`config.mk`:
```
export PLATFORM = sky130hd
export DESIGN_NAME = dht_ram
export DESIGN_NICKNAME = d
export VERILOG_FILES = /design/src/rtl/core/dht_ram.sv
export SDC_FILE = /design/constraint.sdc
export NUM_CORES = 1
export LEC_CHECK = 0
export BUFFER_PORTS_ARGS = -buffer_cell sky130_fd_sc_hd__buf_2
export CORE_MARGIN = 8
export CORE_UTILIZATION = 50
export CTS_BUF_LIST = sky130_fd_sc_hd__clkbuf_8
export DETAILED_ROUTE_END_ITERATION = 10
export PLACE_DENSITY = 0.67
export SETUP_SLACK_MARGIN = 0.2
export SLEW_MARGIN = 20
export SYNTH_ARGS = -nofsm -noshare
export SYNTH_HDL_FRONTEND = slang
export SYNTH_SLANG_ARGS = --single-unit
```
`constraint.sdc`:
```
create_clock -name clock -period 1.9 [get_ports clock]
set_input_delay 0.095 -clock clock [delete_from_list [all_inputs] [get_ports clock]]
set_output_delay 0.095 -clock clock [all_outputs]
set_load 0.005 [all_outputs]
```
`src/rtl/core/dht_ram.sv`:
```
// ----------------------------------------------------------------------------
// dht_ram: generic single-write, single-read RAM
// One write port and one read port with registered read data; the read
// register holds its value while rd_en is low.
// ----------------------------------------------------------------------------
module dht_ram #(
   parameter int WIDTH = 8,
   parameter int DEPTH = 16
) (
   input  logic                     clock,
   input  logic                     wr_en,
   input  logic [$clog2(DEPTH)-1:0] wr_addr,
   input  logic [WIDTH-1:0]         wr_data,
   input  logic                     rd_en,
   input  logic [$clog2(DEPTH)-1:0] rd_addr,
   output logic [WIDTH-1:0]         rd_data
);

   logic [WIDTH-1:0] mem_ff [DEPTH];
   logic [WIDTH-1:0] rd_data_ff;

   always_ff @(posedge clock) begin
      if (wr_en) begin
         mem_ff[wr_addr] <= wr_data;
      end
      if (rd_en) begin
         rd_data_ff <= mem_ff[rd_addr];
      end
   end

   assign rd_data = rd_data_ff;

endmodule

```
* After elaboration in Yosys (flattened, before gate mapping)
Memory sizes are Yosys's and may differ from the RTL's. A register that Yosys moved wholly into a read port is not among the register bits.
Index checks and enable logic that the tools add are counted.
** Storage, ports and cells
- Register bits after elaboration :: 0
- Memory bits (writable) :: 128
- Word-level logic and storage cells :: 3
- Memories kept :: 1
** Cells by class
- Multiplexer cells :: 2
** Memories
- mem_ff :: words 16, bits a word 8, rd ports 1, clocked after Yosys merged registers in 1, write ports 1, line 19 : logic [WIDTH-1:0] mem_ff [DEPTH];
** Operators with widths (count)
- 1-bit two-way mux :: 2

* Logic depth before layout (Yosys ltp)
- Depth in word-level cells :: 2
- Depth in mapped cells :: 5

* Worst setup path before layout
No wires, ideal clock.
- Path kind :: input to register
- Start :: input port wr_addr[2]
- End :: memory mem_ff[0][0], enable pin
- Path slack :: 0.312 ns
- Stages :: 2
- Library setup time :: 0.383 ns
- Required time :: 1.517 ns
- Arrival time :: 1.205 ns
- Cell sequence :: or3b_2 -> nor3_1
** RTL lines
- start, declared :: line 12 : input logic [$clog2(DEPTH)-1:0] wr_addr,
- end, declared :: line 19
No word-level cell before the write port.

==> reports/metrics.cfg <==
[global_routing]
grt_pass1_vias = 2557
antenna_found_initial = 0
grt_pass1_wl_um = 14600
gr-total-overflow = 0
grt_max_degree = 17
track_usage_pct = 14.5

[finish]
multiInputGateArea_mm2 = 0.00106
ff_latch_area_mm2 = 0.00408
area_growth_pct = 16.0
fin_nets = 309
antenna_cells = 0
fillCellCount = 734
final_area_mm2 = 0.00606
layout-drive-gt1-share_pct = 32.1
final_cells = 438

[yosys]
yosysTopAreaCell = edfxtp_1
yosysSeqAreaShare_pct = 78.1
synth-seq-cells = 136
synth_cells = 229
yosysWarnings = 0
synthDominantCellAreaShare_pct = 78.1
synth.avg_cell_area_um2 = 22.8
synth_area_leaders = edfxtp_1, mux4_2, mux4_1, a22oi_1, nor2_1
syn-cell-area_mm2 = 0.00523
ys_types = 18
syn-num-nets = 248

[clock_tree]
clock-root-buffer = clkbuf_8
cts_buffers = 17
insertion_delay_ns = 0.43
cts_buffer_depth = 2
cts_hold_buf = 0
cts_tree = yes
htree_levels = 4
cts_resized = 0
cts_num_sinks = 136
cts_setup_buffers = 0
cts.clk_slew.worst_paths_ns = 0.07

[timing]
grt_setup_unrepaired = no
setup_viol_count_final = 0
slew_violations = 0
relSlewSlack_pct = 66.3
fmax_mhz = 672
hold_violations = 0
clock_skew_ns = 0.00506
tightest_slew_ns = 0.504
fin_crit_sh_pct = 78.3
fin_crit_ns = 1.49
tns_ns = 0

[floorplanning]
boundaryPins = 27
core_mm2 = 0.0102
die_x_um = 118
initial_core_util_pct = 51.1
die_y_um = 118
die-area_mm2 = 0.0140
fp-row-count = 37

[power_and_ir_drop]
irDropWorstVdd_v = 0.000422
clock_power_share_pct = 39.0
power_density_mw_per_mm2 = 1000
p_seq_share_pct = 55.9
power.internal_mw = 4.90
comb_power_share_pct = 5.1
p_sw_mw = 1.17
finalPower_mw = 6.08
leakagePower_nw = 2.07
swShare_pct = 19.3

[critical_path]
required_ns = 2.07
crit_path_end_kind = register
crit_chain = mux4_2 > a22oi_1 > nand2_1
worst_path_largest_cell_delay_ns = 0.47
crit_type = register to register
worstPathArrival_ns = 1.65
crit_slowest_cell = mux4_2
worstSetupStartpointType = register
path_max_fanout = 1

[placement]
io_buffers = 26
routabilityCongestion = 0.749
dpl.hpwl_um = 6490
place_area_mm2 = 0.00566
placed_cells = 407

[min_path]
hold_path_class = input pin to register

[route]
dr.first_iter.drc_count = 254
drc = 0
routedWlPerCell_um = 22.1
via_per_inst = 5.60
ant_nets = 0
drt_first_pass_iters = 5
vias = 2453
wl_um = 9680

[flow_run]
maxCapViolCount = 0

[run_status]
outcome = finished, final reports clean

-- routing by layer --
metal / up-vias / track usage, % / wire, um
li1: 1099 / - / -
met1: 1258 / 18.5 / 4320
met2: 83 / 22.3 / 4700
met3: 13 / 4.52 / 490
met4: 0 / 6.65 / 173
met5: - / 0 / 0
-- placed cells by master (no fill, tap or decap), types with 3 or more instances in the layout --
cell type / n
mux4_1: 14
nor3_1: 4
clkbuf_8: 17
buf_4: 24
edfxtp_1: 136
clkinv_2: 4
buf_2: 26
mux4_2: 18
bufinv_16: 4
nor2_1: 13
a22oi_1: 16
inv_1: 3
nand2_1: 9
-- sequential cells by signal, summed over array words and instances, names as in the netlist --
name	flops
mem_ff	128
rd_data	8
-- worst max-delay path, delay by kind of cell, from the launching register on --
family / cells / cell delay (ns)
multiplexers: 1 / 0.47
flip-flops: 1 / 0.37
AO/OA/AOI/OAI: 1 / 0.27
AND/OR/NAND/NOR: 1 / 0.12
-- path summary, 6_finish.rpt --
path                                     from    endpoint  slack, ns  depth (start not counted)
worst max-delay path             mem_ff[3][4]  rd_data[4]       0.41                          3
worst min-delay path                    rd_en  rd_data[6]       0.03                          1
worst max register to register   mem_ff[3][4]  rd_data[4]       0.41                          3
worst min register to register  mem_ff[12][7]  rd_data[7]       0.74                          3
-- kinds of logic after synthesis --
kind of cell,count (synthesis),synth area share [%]
AO/OA/AOI/OAI,16,2.30
flip-flops,136,78.1
buffers and inverters,10,1.65
multiplexers,32,14.8
AND/OR/NAND/NOR,35,3.14
-- layout make-up --
class / instances / area share [%]
multi-input combinational: 83 / 17.4
tap: 136 / 2.81
clock inverter: 14 / 2.75
clock buffer: 17 / 3.86
timing repair buffer: 52 / 5.78
sequential: 136 / 67.4
-- cells in the mapped netlist --
library cell	n
or3b_2	1
a22oi_1	16
buf_4	1
clkdlybuf4s25_2	3
nor2b_1	1
nand3_1	1
nand3b_1	2
nand2_1	9
buf_6	3
edfxtp_1	136
mux4_2	18
and2b_1	1
mux4_1	14
nor2_1	13
nand2b_1	2
and2_1	1
nor3_1	4
buf_2	3
-- stage by stage --
step                      setup WS (ns)  utilization [%]  hold slack, ns
final                             0.412             59.3          0.0325
after floorplan                   0.312                -           0.194
after CTS                         0.396             59.3         0.00289
after detailed placement          0.179             55.3           0.467
after global placement            0.228             55.3           0.475
after global routing              0.332             59.3         0.00386
-- power by group through the flow --
stage	Sequential, mW	Clock (mW)	Combinational, mW
floorplan	3.46	0	0.171
global placement	3.46	0	0.310
detailed placement	3.46	0	0.318
CTS	3.39	2.42	0.318
global route	3.40	2.54	0.338
finish	3.39	2.37	0.312
Note: power is estimated with default switching activity, not from simulation.
